### src/epom_pkg.sv
// ----------------------------------------------------------------------------
// epom_pkg
// shared types and constants of the exact-price order matcher
// ----------------------------------------------------------------------------
`default_nettype none

package epom_pkg;

	localparam int BOOK_DEPTH = 32;
	localparam int IDX_W      = $clog2(BOOK_DEPTH);
	localparam int CNT_W      = $clog2(BOOK_DEPTH + 1);

	typedef enum logic [2:0] {
		KIND_TRADE   = 3'd0,
		KIND_RESTED  = 3'd1,
		KIND_FILLED  = 3'd2,
		KIND_DROPPED = 3'd3,
		KIND_FULL    = 3'd4
	} result_kind_t;

	typedef enum logic [1:0] {
		S_IDLE,
		S_SCAN,
		S_STATUS
	} state_t;

	typedef struct packed {
		logic        side;
		logic [15:0] symbol_id;
		logic [31:0] price;
		logic [23:0] quantity;
		logic [31:0] stop_loss;
		logic [31:0] take_profit;
	} order_t;

	typedef struct packed {
		result_kind_t result_kind;
		logic [15:0]  trade_symbol;
		logic [31:0]  trade_price;
		logic [23:0]  trade_quantity;
		logic         last_result;
	} result_t;

	typedef struct packed {
		logic        side;
		logic [15:0] symbol;
		logic [31:0] price;
		logic [23:0] quantity;
	} entry_t;

	// book update command from the sequencer
	typedef struct packed {
		logic             upd;
		logic             rem;
		logic             app;
		logic [IDX_W-1:0] idx;
		logic [23:0]      qty;
		entry_t           app_entry;
	} book_cmd_t;

	typedef struct packed {
		logic        hit;
		logic [23:0] trade_qty;
		logic [23:0] order_rem;
		logic [23:0] entry_rem;
	} match_res_t;

endpackage

`default_nettype wire

### src/epom_match_unit.sv
// ----------------------------------------------------------------------------
// epom_match_unit
// compares one resting entry with the order and sizes the fill
// ----------------------------------------------------------------------------
`default_nettype none

module epom_match_unit
	import epom_pkg::*;
(
	input  wire entry_t      entry,
	input  wire logic        side,
	input  wire logic [15:0] symbol,
	input  wire logic [31:0] price,
	input  wire logic [23:0] qty,
	output match_res_t       res
);

	logic [23:0] fill;

	assign fill = (entry.quantity < qty) ? entry.quantity : qty;

	always_comb begin
		res.hit       = (entry.side != side) && (entry.symbol == symbol)
			&& (entry.price == price);
		res.trade_qty = fill;
		res.order_rem = qty - fill;
		res.entry_rem = entry.quantity - fill;
	end

endmodule

`default_nettype wire

### config.mk
export PLATFORM = sky130hd
export DESIGN_NAME = epom_match_unit
export DESIGN_NICKNAME = d
export VERILOG_FILES = /design/src/epom_pkg.sv /design/src/epom_match_unit.sv
export SDC_FILE = /design/constraint.sdc
export NUM_CORES = 1
export LEC_CHECK = 0
export ABC_AREA = 1
export BUFFER_PORTS_ARGS = -buffer_cell sky130_fd_sc_hd__clkbuf_2
export CORE_MARGIN = 4
export CORE_UTILIZATION = 30
export DETAILED_ROUTE_END_ITERATION = 10
export GPL_TIMING_DRIVEN = 1
export PLACE_DENSITY = 0.59
export SKIP_LAST_GASP = 1
export SYNTH_ARGS = -nofsm -noshare
export SYNTH_HDL_FRONTEND = slang
export SYNTH_SLANG_ARGS = --single-unit
### constraint.sdc
create_clock -name vclk -period 3.1
set_input_delay 0.155 -clock vclk [all_inputs]
set_output_delay 0.155 -clock vclk [all_outputs]
set_load 0.005 [all_outputs]
# Word-level counts from Yosys, hierarchy flattened
# Index checks and enable logic that the tools add are counted.
[totals]
register_bits = 0
in_bits = 146
wordCells = 9
[classes]
add_sub_neg = 2
magnitude_cmp = 1
eq_ne = 3
mux = 1
n_reduce_logical = 2
[op_table]
columns = ["cell", "count"]
rows = [
  ["subtractor 24 bit", 2],
  ["== test 32 bit", 1],
  ["less-than comparator 24 bit", 1],
  ["2-to-1 mux 24 bit", 1],
  ["== test 16 bit", 1],
  ["logical AND 1 bit", 2],
  ["inequality test 1 bit", 1],
]

# Depth between registers and ports, before layout
[depth]
depth_word = 3
ltp_mapped = 25

# Least setup slack after synthesis
# Ideal clock, no wire load.
[synth_path]
kind = "input -> output"
start = "input port qty[23]"
end = "output port res[42] (netlist bit)"
arrival_time_ps = 2813
required_time_ps = 2945
path_slack_ps = 132
path_stages = 18
cell_sequence = "inv_1 -> ha_1 -> a21o_1 -> nor2_1 -> nand2_1 -> a21oi_4 -> nand2_4 -> buf_6 -> nand2_1 -> o21ai_1 -> ha_1 -> fa_1 -> o21ai_2 -> a21boi_2 -> o21ai_2 -> nand2_1 -> nand2_1 -> xor2_1"
[synth_rtl]
columns = ["item", "line_no", "rtl"]
rows = [
  ["start: declaration", "epom_match_unit.sv:14", "input wire logic [23:0] qty,"],
  ["end: declaration", "epom_match_unit.sv:15", "output match_res_t res"],
]

==> run_results.csv <==
group,metric,value,unit
outcome,status,"finished, violations left",
outcome,violations,"setup timing",
timing,rsz0062_at_grt,"yes",
place,post-dp-hpwl,16.4,mm
logic_synthesis,yosysMostFrequentCell,"nand2_1",
timing,period_minus_slack,3240,ps
timing,worst_slack,-140,ps
timing,hold_viol,0,
grt,grt_max_degree,15,
critical_path,end_kind,"output port",
die,die_area,0.0169,mm²
logic_synthesis,synth_top_area_share,0.194,
timing,period_share,1.05,
logic_synthesis,syn_area,0.00446,mm²
critical_path,cp_data_required_time,2940,ps
layout,n_fill_cell,1204,
timing,fmax,309,MHz
logic_synthesis,syn_avg_cell_area,5.83,µm²
detailed_routing,drt-total-wl,21.0,mm
pwr,powerDensity,337,mW/mm²
place,io_buffers,219,
detailed_routing,first_pass_iters,5,
place,dp_cells,1358,
pwr,finalPower,3040,µW
critical_path,crit_path_start_kind,"input pin",
layout,clkbuf_count,0,
die,die_y,130,µm
detailed_routing,first_iter_violations,237,
layout,area_growth,102,%
layout,diodes,0,
layout,nets,1420,
grt,grt_overflow,0,
logic_synthesis,syn-num-nets,982,
timing,max-slew-margin-rel,0.777,
die,die_w,130,µm
critical_path,crit_type,"input pin to output port",
layout,drive_gt1_frac,0.604,
grt,grt_pass1_wl,30.0,mm
timing,worstMarginPinSlew,332,ps
detailed_routing,ant_nets,0,
grt,grt_pass1_vias,6435,
detailed_routing,via_per_inst,4.84,
logic_synthesis,synth.largest_area_cell,"ha_1",
worst_hold_path,min_path_type,"input pin to output port",
pwr,ir_drop,0.190,mV
layout,nFlopsAndLatches,0,
pwr,leakagePower,0.00475,µW
critical_path,worstPathArrival,3080,ps
logic_synthesis,synthCells,765,
logic_synthesis,synth_common_cells,"nand2_1 (189), inv_1 (121), ha_1 (69)",
logic_synthesis,ys_seq_area_frac,0,
place,gp_congestion,0.933,
logic_synthesis,synth-warning-count,0,
timing,hold_ws,723,ps
layout,final_cells,1385,
timing,setup_viol,23,
detailed_routing,post_drt_wl_per_cell,15.2,µm
layout,seq_area,0,µm²
grt,antenna_found_initial,0,
die,start_util,0.307,
detailed_routing,detailroute.via_count,6707,
die,coreArea,0.0145,mm²
logic_synthesis,yosys-top-cells-area,"ha_1 (19%), nand2_1 (16%), inv_1 (10%)",
die,row_count,44,
critical_path,cp_max_fo,8,
logic_synthesis,synthDistinctLibCells,40,
grt,grt_use_total,0.219,
flow_run,maxCapViolCount,0,
die,io_pins,219,
timing,slew_viol_final,0,
detailed_routing,drc,0,
[path summary, 6_finish.rpt]
kind | start | to | cells past startpoint
max | qty[8] | res[7] | 26
min | qty[23] | res[71] | 5
[cells in the final DEF (no fill, tap or decap), types with 8 or more instances in the layout]
cell / count
buf_4: 211
clkbuf_2: 184
nand2_1: 146
inv_1: 99
ha_4: 50
nor2_1: 46
inv_2: 45
nand2_2: 30
a21oi_2: 29
xor2_1: 25
nand2_4: 22
buf_2: 21
nand3_1: 19
o21ai_2: 18
a21oi_1: 17
o21ai_4: 17
ha_1: 17
xnor2_1: 16
o21ai_0: 14
buf_6: 14
nand4_1: 13
o21ai_1: 13
nor2_4: 12
nor2_2: 11
a21o_1: 10
o22ai_1: 10
a21oi_4: 8
a22o_1: 8
[routing by layer]
metal / wire length (µm) / share of wire / track usage / vias to the layer above
met2: 10700 / 0.51 / 0.422 / 252
li1: - / - / - / 3387
met5: 0 / 0 / 0 / -
met3: 1160 / 0.055 / 0.0131 / 60
met1: 8300 / 0.39 / 0.257 / 3008
met4: 897 / 0.043 / 0.0642 / 0
[power by group]
group | internal [µW] | leakage [µW] | total (µW) | switching, µW
sequential | 0 | 0 | 0 | 0
combinational | 1530 | 0.00475 | 3040 | 1510
clock | 0 | 0 | 0 | 0
total | 1530 | 0.00475 | 3040 | 1510
[critical path, stage by stage]
cell,delay (ps)
clkbuf_2,110
inv_1,60
ha_1,190
nand2_2,60
nand2_1,60
nand2_1,80
nand2_1,60
nand2_1,80
nand2_2,60
a21oi_4,150
buf_6,140
nand2_8,90
buf_8,160
nand2_1,110
o21ai_4,80
inv_4,90
ha_4,220
a21oi_2,170
nor2_2,60
nor2_2,130
nand2_4,100
buf_4,150
buf_4,120
buf_4,120
xor2_1,130
buf_2,140
[cells by family after synthesis]
group           share of synthesized area
buf+inv                             0.140
fa+ha+maj                           0.203
simple gates                        0.308
compound gates                      0.249
xor+xnor                            0.100
[final cells by class]
type / instances / area, µm² / area share
well taps: 184 / 230 / 0.0255
inverters: 149 / 569 / 0.0631
multi-input cells: 612 / 5310 / 0.588
repair buffers: 440 / 2920 / 0.323
[what timing repair did]
item,4_1_cts,5_1_grt
setup endpoints to repair,37,39
setup buffers,18,8
gates cloned,1,0
hold endpoints to repair,0,0
hold buffers,0,0
gates resized for setup,149,193
pin swaps,54,89
[metrics by stage]
stage           util  instance area (µm²)  TNS, ps  setup WS (ps)
2_1_floorplan      -                 4460        0            132
3_3_place_gp   0.494                 7180    -4340           -219
3_5_place_dp   0.494                 7180    -5290           -220
4_1_cts        0.568                 8250     -384          -68.6
5_1_grt        0.621                 9020    -7590           -311
6_report       0.621                 9020    -1550           -140
Power figures use the tool's default switching activity.
