File: src/epom_pkg.sv
// ----------------------------------------------------------------------------
// epom_pkg
// shared types and constants of the exact-price order matcher
// ----------------------------------------------------------------------------
`default_nettype none

package epom_pkg;

	localparam int BOOK_DEPTH = 32;
	localparam int IDX_W      = $clog2(BOOK_DEPTH);
	localparam int CNT_W      = $clog2(BOOK_DEPTH + 1);

	typedef enum logic [2:0] {
		KIND_TRADE   = 3'd0,
		KIND_RESTED  = 3'd1,
		KIND_FILLED  = 3'd2,
		KIND_DROPPED = 3'd3,
		KIND_FULL    = 3'd4
	} result_kind_t;

	typedef enum logic [1:0] {
		S_IDLE,
		S_SCAN,
		S_STATUS
	} state_t;

	typedef struct packed {
		logic        side;
		logic [15:0] symbol_id;
		logic [31:0] price;
		logic [23:0] quantity;
		logic [31:0] stop_loss;
		logic [31:0] take_profit;
	} order_t;

	typedef struct packed {
		result_kind_t result_kind;
		logic [15:0]  trade_symbol;
		logic [31:0]  trade_price;
		logic [23:0]  trade_quantity;
		logic         last_result;
	} result_t;

	typedef struct packed {
		logic        side;
		logic [15:0] symbol;
		logic [31:0] price;
		logic [23:0] quantity;
	} entry_t;

	// book update command from the sequencer
	typedef struct packed {
		logic             upd;
		logic             rem;
		logic             app;
		logic [IDX_W-1:0] idx;
		logic [23:0]      qty;
		entry_t           app_entry;
	} book_cmd_t;

	typedef struct packed {
		logic        hit;
		logic [23:0] trade_qty;
		logic [23:0] order_rem;
		logic [23:0] entry_rem;
	} match_res_t;

endpackage

`default_nettype wire

File: src/epom_book.sv
// ----------------------------------------------------------------------------
// epom_book
// resting order store in arrival order, with removal by shifting up
// ----------------------------------------------------------------------------
`default_nettype none

module epom_book
	import epom_pkg::*;
(
	input  wire logic             clk,
	input  wire logic             arst_n,
	input  wire book_cmd_t        cmd,
	input  wire logic [IDX_W-1:0] rd_idx,
	output entry_t                rd_entry,
	output logic [CNT_W-1:0]      count
);

	entry_t           entries_q [BOOK_DEPTH];
	logic [CNT_W-1:0] count_q;

	assign rd_entry = entries_q[rd_idx];
	assign count    = count_q;

	always_ff @(posedge clk or negedge arst_n) begin
		if (!arst_n) begin
			count_q <= '0;
		end else if (cmd.rem) begin
			count_q <= count_q - CNT_W'(1);
		end else if (cmd.app && (count_q < CNT_W'(BOOK_DEPTH))) begin
			count_q <= count_q + CNT_W'(1);
		end
	end

	for (genvar k = 0; k < BOOK_DEPTH; k++) begin : g_slot
		always_ff @(posedge clk) begin
			if (cmd.rem && (IDX_W'(k) >= cmd.idx)) begin
				if (k < BOOK_DEPTH - 1) begin
					entries_q[k] <= entries_q[(k + 1) % BOOK_DEPTH];
				end
			end else if (cmd.upd && (IDX_W'(k) == cmd.idx)) begin
				entries_q[k].quantity <= cmd.qty;
			end else if (cmd.app && (CNT_W'(k) == count_q)) begin
				entries_q[k] <= cmd.app_entry;
			end
		end
	end

endmodule

`default_nettype wire

File: config.mk
export PLATFORM = sky130hd
export DESIGN_NAME = epom_book
export DESIGN_NICKNAME = d
export VERILOG_FILES = /design/src/epom_pkg.sv /design/src/epom_book.sv
export SDC_FILE = /design/constraint.sdc
export NUM_CORES = 2
export LEC_CHECK = 0
export BUFFER_PORTS_ARGS = -buffer_cell sky130_fd_sc_hd__buf_2
export CORE_MARGIN = 2
export CORE_UTILIZATION = 54
export DETAILED_ROUTE_END_ITERATION = 6
export PLACE_DENSITY = 0.7
export SLEW_MARGIN = 30
export SYNTH_ARGS = -nofsm -noshare
export SYNTH_HDL_FRONTEND = slang
export SYNTH_SLANG_ARGS = --single-unit
File: constraint.sdc
create_clock -name clk -period 8.1 [get_ports clk]
set_clock_uncertainty 0.15 [all_clocks]
set_input_delay 2.025 -clock clk [delete_from_list [all_inputs] [get_ports clk]]
set_output_delay 2.025 -clock clk [all_outputs]
set_load 0.1 [all_outputs]
---- Word-level counts from Yosys, hierarchy flattened ----
Memories as Yosys holds them, arrays and structs flattened.
Cells that the tools add are included.
storage, ports and cells
  bits in registers ....................... 6
  RAM bits ................................ 2336
  bits of input ports ..................... 112
  output and inout bits ................... 79
  word-level logic and storage cells ...... 675
  memories kept ........................... 1
operators by class
  $add $sub $neg .......................... 2
  $lt $le $gt $ge ......................... 33
  eq/ne operators ......................... 62
  mux-type cells .......................... 382
  bitwise gates (word level) .............. 94
  reductions and logical operators ........ 100
memory list
  memory     words  width  read ports  clocked after memory_dff  wr ports  RTL line         RTL
  entries_q  32     73     32          0                         32        epom_book.sv:18  entry_t entries_q [BOOK_DEPTH];
operator list
  cell                                                               number
  2-to-1 mux 49 bit                                                  31
  2-to-1 mux 24 bit                                                  63
  2-to-1 mux 1 bit                                                   286
  logical AND 1 bit                                                  97
  equality test 5 x 6 -> 1 bit (first input constant)                16
  OR 1 bit                                                           94
  equality test 5 bit (first input constant)                         16
  greater-or-equal comparator 5 bit (first input constant)           16
  equality test 4 x 6 -> 1 bit (first input constant)                8
  equality test 4 x 5 -> 1 bit (first input constant)                8
  greater-or-equal comparator 4 x 5 -> 1 bit (first input constant)  8
  equality test 3 x 6 -> 1 bit (first input constant)                4
  equality test 3 x 5 -> 1 bit (first input constant)                4
  greater-or-equal comparator 3 x 5 -> 1 bit (first input constant)  4
  equality test 2 x 6 -> 1 bit (first input constant)                2
  2-to-1 mux 6 bit                                                   2
  equality test 2 x 5 -> 1 bit (first input constant)                2
  greater-or-equal comparator 1 x 5 -> 1 bit (first input constant)  2
  greater-or-equal comparator 2 x 5 -> 1 bit (first input constant)  2
  adder 6 x 1 -> 6 bit (second input constant)                       1
  equality test 1 x 6 -> 1 bit (first input constant)                1
  zero test 6 bit                                                    1
  < comparator 6 bit (second input constant)                         1
  subtractor 6 x 1 -> 6 bit (second input constant)                  1
  3 further kinds                                                    3

---- Longest topological paths before layout ----
  depth after elaboration ................. 7
  gate-level depth with buffers ........... 11

---- Least setup slack after synthesis ----
No wires, ideal clock.
  path type ............................... in2out
  start point ............................. in rd_idx[0]
  end point ............................... out rd_entry[60] (netlist name)
  data arrival time ....................... 6.212 ns
  required time ........................... 5.925 ns
  slack ................................... -0.287 ns
  cell stages on the path ................. 7
  path buffers ............................ 4
  cells stage by stage .................... buf_2 buf_2 buf_2 clkbuf_1 mux4_2 o22ai_1 nor4_1
RTL lines
  item             RTL line         RTL
  start, declared  epom_book.sv:13  input wire logic [IDX_W-1:0] rd_idx,
  end, declared    epom_book.sv:14  output entry_t rd_entry,

==> results.py <==
metrics = {
    "timing": {
        "rsz0062_at_grt": "no",
        "relSlewSlack": 0.2392,
        "timing.final.hold_violations": 0,
        "timing.fmax_ghz": 0.1364,
        "fin_tns_setup_ns": 0,
        "finalMaxSlewViolations": 0,
        "finalCriticalPeriod_ns": 7.332,
        "fin_crit_sh": 0.9052,
        "worst_slew_pin_slew_ns": 1.141,
        "setup_viol": 0,
    },
    "cells_and_area": {
        "fillCellCount": 17200,
        "final_common_cell": "edfxtp_1",
        "finalNetCount": 8432,
        "area_growth_pct": 10.05,
        "most-common-layout-cells": "edfxtp_1 (2336), mux2_2 (1438), mux2i_1 (820)",
        "fin_cells": 11550,
        "drive_gt1_frac": 0.3506,
        "final_util": 0.5987,
    },
    "drt": {
        "wirelength_mm": 441.1,
        "drt-initial-drc-count": 13700,
        "wire_per_inst_um": 38.18,
        "vias_per_cell": 7.236,
        "drc": 1,
        "via_count": 83590,
        "drtPass1Iterations": 7,
        "drtAntennaViolNets": 0,
    },
    "power_and_ir_drop": {
        "p_int_mw": 22.98,
        "ir_drop_uv": 253.0,
        "clkPwrFrac": 0.352,
        "p_comb_frac": 0.172,
        "leakage_nw": 45.82,
        "power_density_nw_per_um2": 236.0,
        "total_power_mw": 32.18,
        "switching_share": 0.2860,
        "pwr-share-seq": 0.477,
        "p_sw_mw": 9.205,
    },
    "clocking": {
        "hold_buffers": 0,
        "path_clk_slew_ns": 0.06,
        "clock-sinks": 2342,
        "clk_latency_ns": 0.94,
        "clockBufferDepth": 3,
        "cts_resized": 0,
        "cts_tree": "built",
        "cts-root-buf": "clkbuf_16",
        "cts_buffers": 240,
        "post-cts-setup-buffer-count": 0,
        "htreeDepth": 4,
    },
    "synth": {
        "yosysTopAreaCellShare": 0.5662,
        "synthFlopType": "edfxtp_1",
        "synth.yosys.warnings": 0,
        "syn_inst": 8551,
        "synthTopCellsByArea": "edfxtp_1 (57%), mux2_2 (13%), mux4_2 (9.7%)",
        "syn_area_sq_um": 123900,
        "ys_seq_area_frac": 0.5674,
        "synth-seq-cells": 2342,
        "syn_area_per_cell_sq_um": 14.49,
        "synth_edf_count": 2336,
        "yosysTopAreaCell": "edfxtp_1",
        "async_flop_share": 0.002562,
        "ys_types": 75,
        "syn_nets": 8668,
    },
    "critical_path": {
        "worst-path-buf-inv": 3,
        "max_stage_delay_ns": 0.73,
        "end_kind": "output port",
        "r2r_slack_ns": 3.86,
        "crit_slowest_cell": "nand2b_4",
        "worstPathRequired_ns": 5.93,
        "crit_chain": "buf_6 -> nand2b_4 -> buf_4 -> o22ai_1 -> nor4_2 -> buf_2",
        "path_class": "primary input to output port",
        "crit_family": "buffers and inverters",
        "critical_path_peak_fanout": 50,
        "cp-start-kind": "primary input",
        "arrival_ns": 5.16,
    },
    "floorplanning": {
        "initial_core_util": 0.5441,
        "num_rows": 175,
        "io_pins": 191,
        "coreArea_sq_um": 227700,
        "die_w_um": 483.0,
        "die_height_um": 483.0,
        "fp.dieArea_sq_um": 233300,
    },
    "global_routing": {
        "grt_antenna_before_repair": 44,
        "grt_pass1_wl_mm": 613.1,
        "grt_max_degree": 98,
        "grt_pass1_vias": 81460,
        "grt_remaining_overflow": 0,
        "track_usage": 0.3726,
    },
    "placement": {
        "hpwl_mm": 244.4,
        "routabilityCongestion": 0.9167,
        "numPortBuffers": 190,
        "placed_cells": 11080,
    },
    "min_path": {
        "hold_class": "flip-flop to flip-flop",
    },
    "flow_run": {
        "cap_viol_max_count": 0,
    },
    "outcome": {
        "status": "complete, but fails checks",
        "violations": "DRC",
    },
}
## power groups by stage
| stage | sequential [mW] | combinational (mW) | clock [mW] |
|---|---|---|---|
| final | 15.3 | 5.52 | 11.3 |
| after global routing | 15.4 | 5.66 | 11.8 |
| after CTS | 15.3 | 5.37 | 11.3 |
| after detailed placement | 15.6 | 5.36 | 0 |
| after global placement | 15.5 | 5.24 | 0 |
| after floorplan | 15.5 | 3.47 | 0 |
## metal layers
layer,vias to the layer above,track usage,share of wire
li1,32950,-,-
met1,42410,0.4899,0.35
met2,6607,0.5543,0.44
met3,1579,0.1041,0.14
met4,38,0.2214,0.071
met5,-,0,0.00052
## metrics by stage
step,hold slack [ns],setup slack [ns],instance area [sq um]
CTS,0.3840,0.9208,136300
detailed placement,0.3843,0.9241,128400
floorplan,0.3618,0.1567,124200
global route,0.4139,0.8138,136300
global placement,0.3759,0.9496,128200
finish,0.3875,0.7682,136300
## state kept, by name (all words and copies together), names as in the netlist
| name | cells |
|---|---|
| entries_q | 2336 |
| count | 6 |
## cell families (layout without fill, tap and decap cells)
group	Yosys count	count (layout)	share of synthesized area
mux	2850	2850	0.3009
compound gates	1150	1150	0.05295
other cells	0	22	0
buf+inv	925	894	0.03368
xor+xnor	4	4	0.0002828
fa+ha+maj	5	5	0.0005049
flops	2342	2342	0.5674
simple gates	1275	1275	0.04431
## worst reg2reg max path, delay by kind of cell, from the launching register on
| family | cells | cell delay, ns |
|---|---|---|
| AO/OA/AOI/OAI | 1 | 0.23 |
| buffers and inverters | 2 | 1.35 |
| flip-flops | 1 | 0.52 |
| AND/OR/NAND/NOR | 3 | 1.54 |
## path summary, 6_finish.rpt
| path | startpoint | endpoint | depth (start not counted) |
|---|---|---|---|
| setup / recovery | rd_idx[1] | rd_entry[2] | 6 |
| hold / removal | entries_q[6][34]$_DFFE_PP_ | entries_q[5][34]$_DFFE_PP_ | 1 |
| setup reg to reg | count[2]$_DFFE_PN0P_ | entries_q[23][31]$_DFFE_PP_ | 6 |
| hold reg to reg | entries_q[6][34]$_DFFE_PP_ | entries_q[5][34]$_DFFE_PP_ | 1 |
| max in group asynchronous | arst_n | count[4]$_DFFE_PN0P_ | 1 |
| min in group asynchronous | arst_n | count[3]$_DFFE_PN0P_ | 1 |
## synth_stat cells, types with 6 or more instances
cell type and n:
edfxtp_1 2336, mux2_2 1438, mux2i_1 820, nand2_1 548
mux4_2 536, nor2_1 484, a21oi_1 472, clkbuf_1 438
buf_2 374, o22ai_1 245, o21ai_0 226, o21ai_1 59
buf_1 58, nor4_1 55, nand3_1 54, mux2_4 46
a22oi_1 43, buf_4 38, nor2b_1 21, nand2b_1 18
a31oi_1 13, nor3_1 13, a221oi_1 12, buf_6 12
o211ai_1 12, nand4_1 11, or2_2 11, and2_1 10
mux2_1 10, a22o_1 9, o221ai_1 9, o22a_1 9
and4bb_2 6, dfrtp_1 6
## area by class of cell
class                           instances  area, sq um  area share
Sequential cell                      2342        70300      0.5156
Multi-Input combinational cell       5284        50620      0.3713
Clock buffer                          296         6280     0.04606
Tap cell                             3009         3765     0.02761
Timing Repair Buffer                  442         3755     0.02754
Clock inverter                        151         1545     0.01133
Antenna cell                           22        55.05   0.0004038
Inverter                                5        21.27   0.0001560
Note: power is estimated with default switching activity, not from simulation.
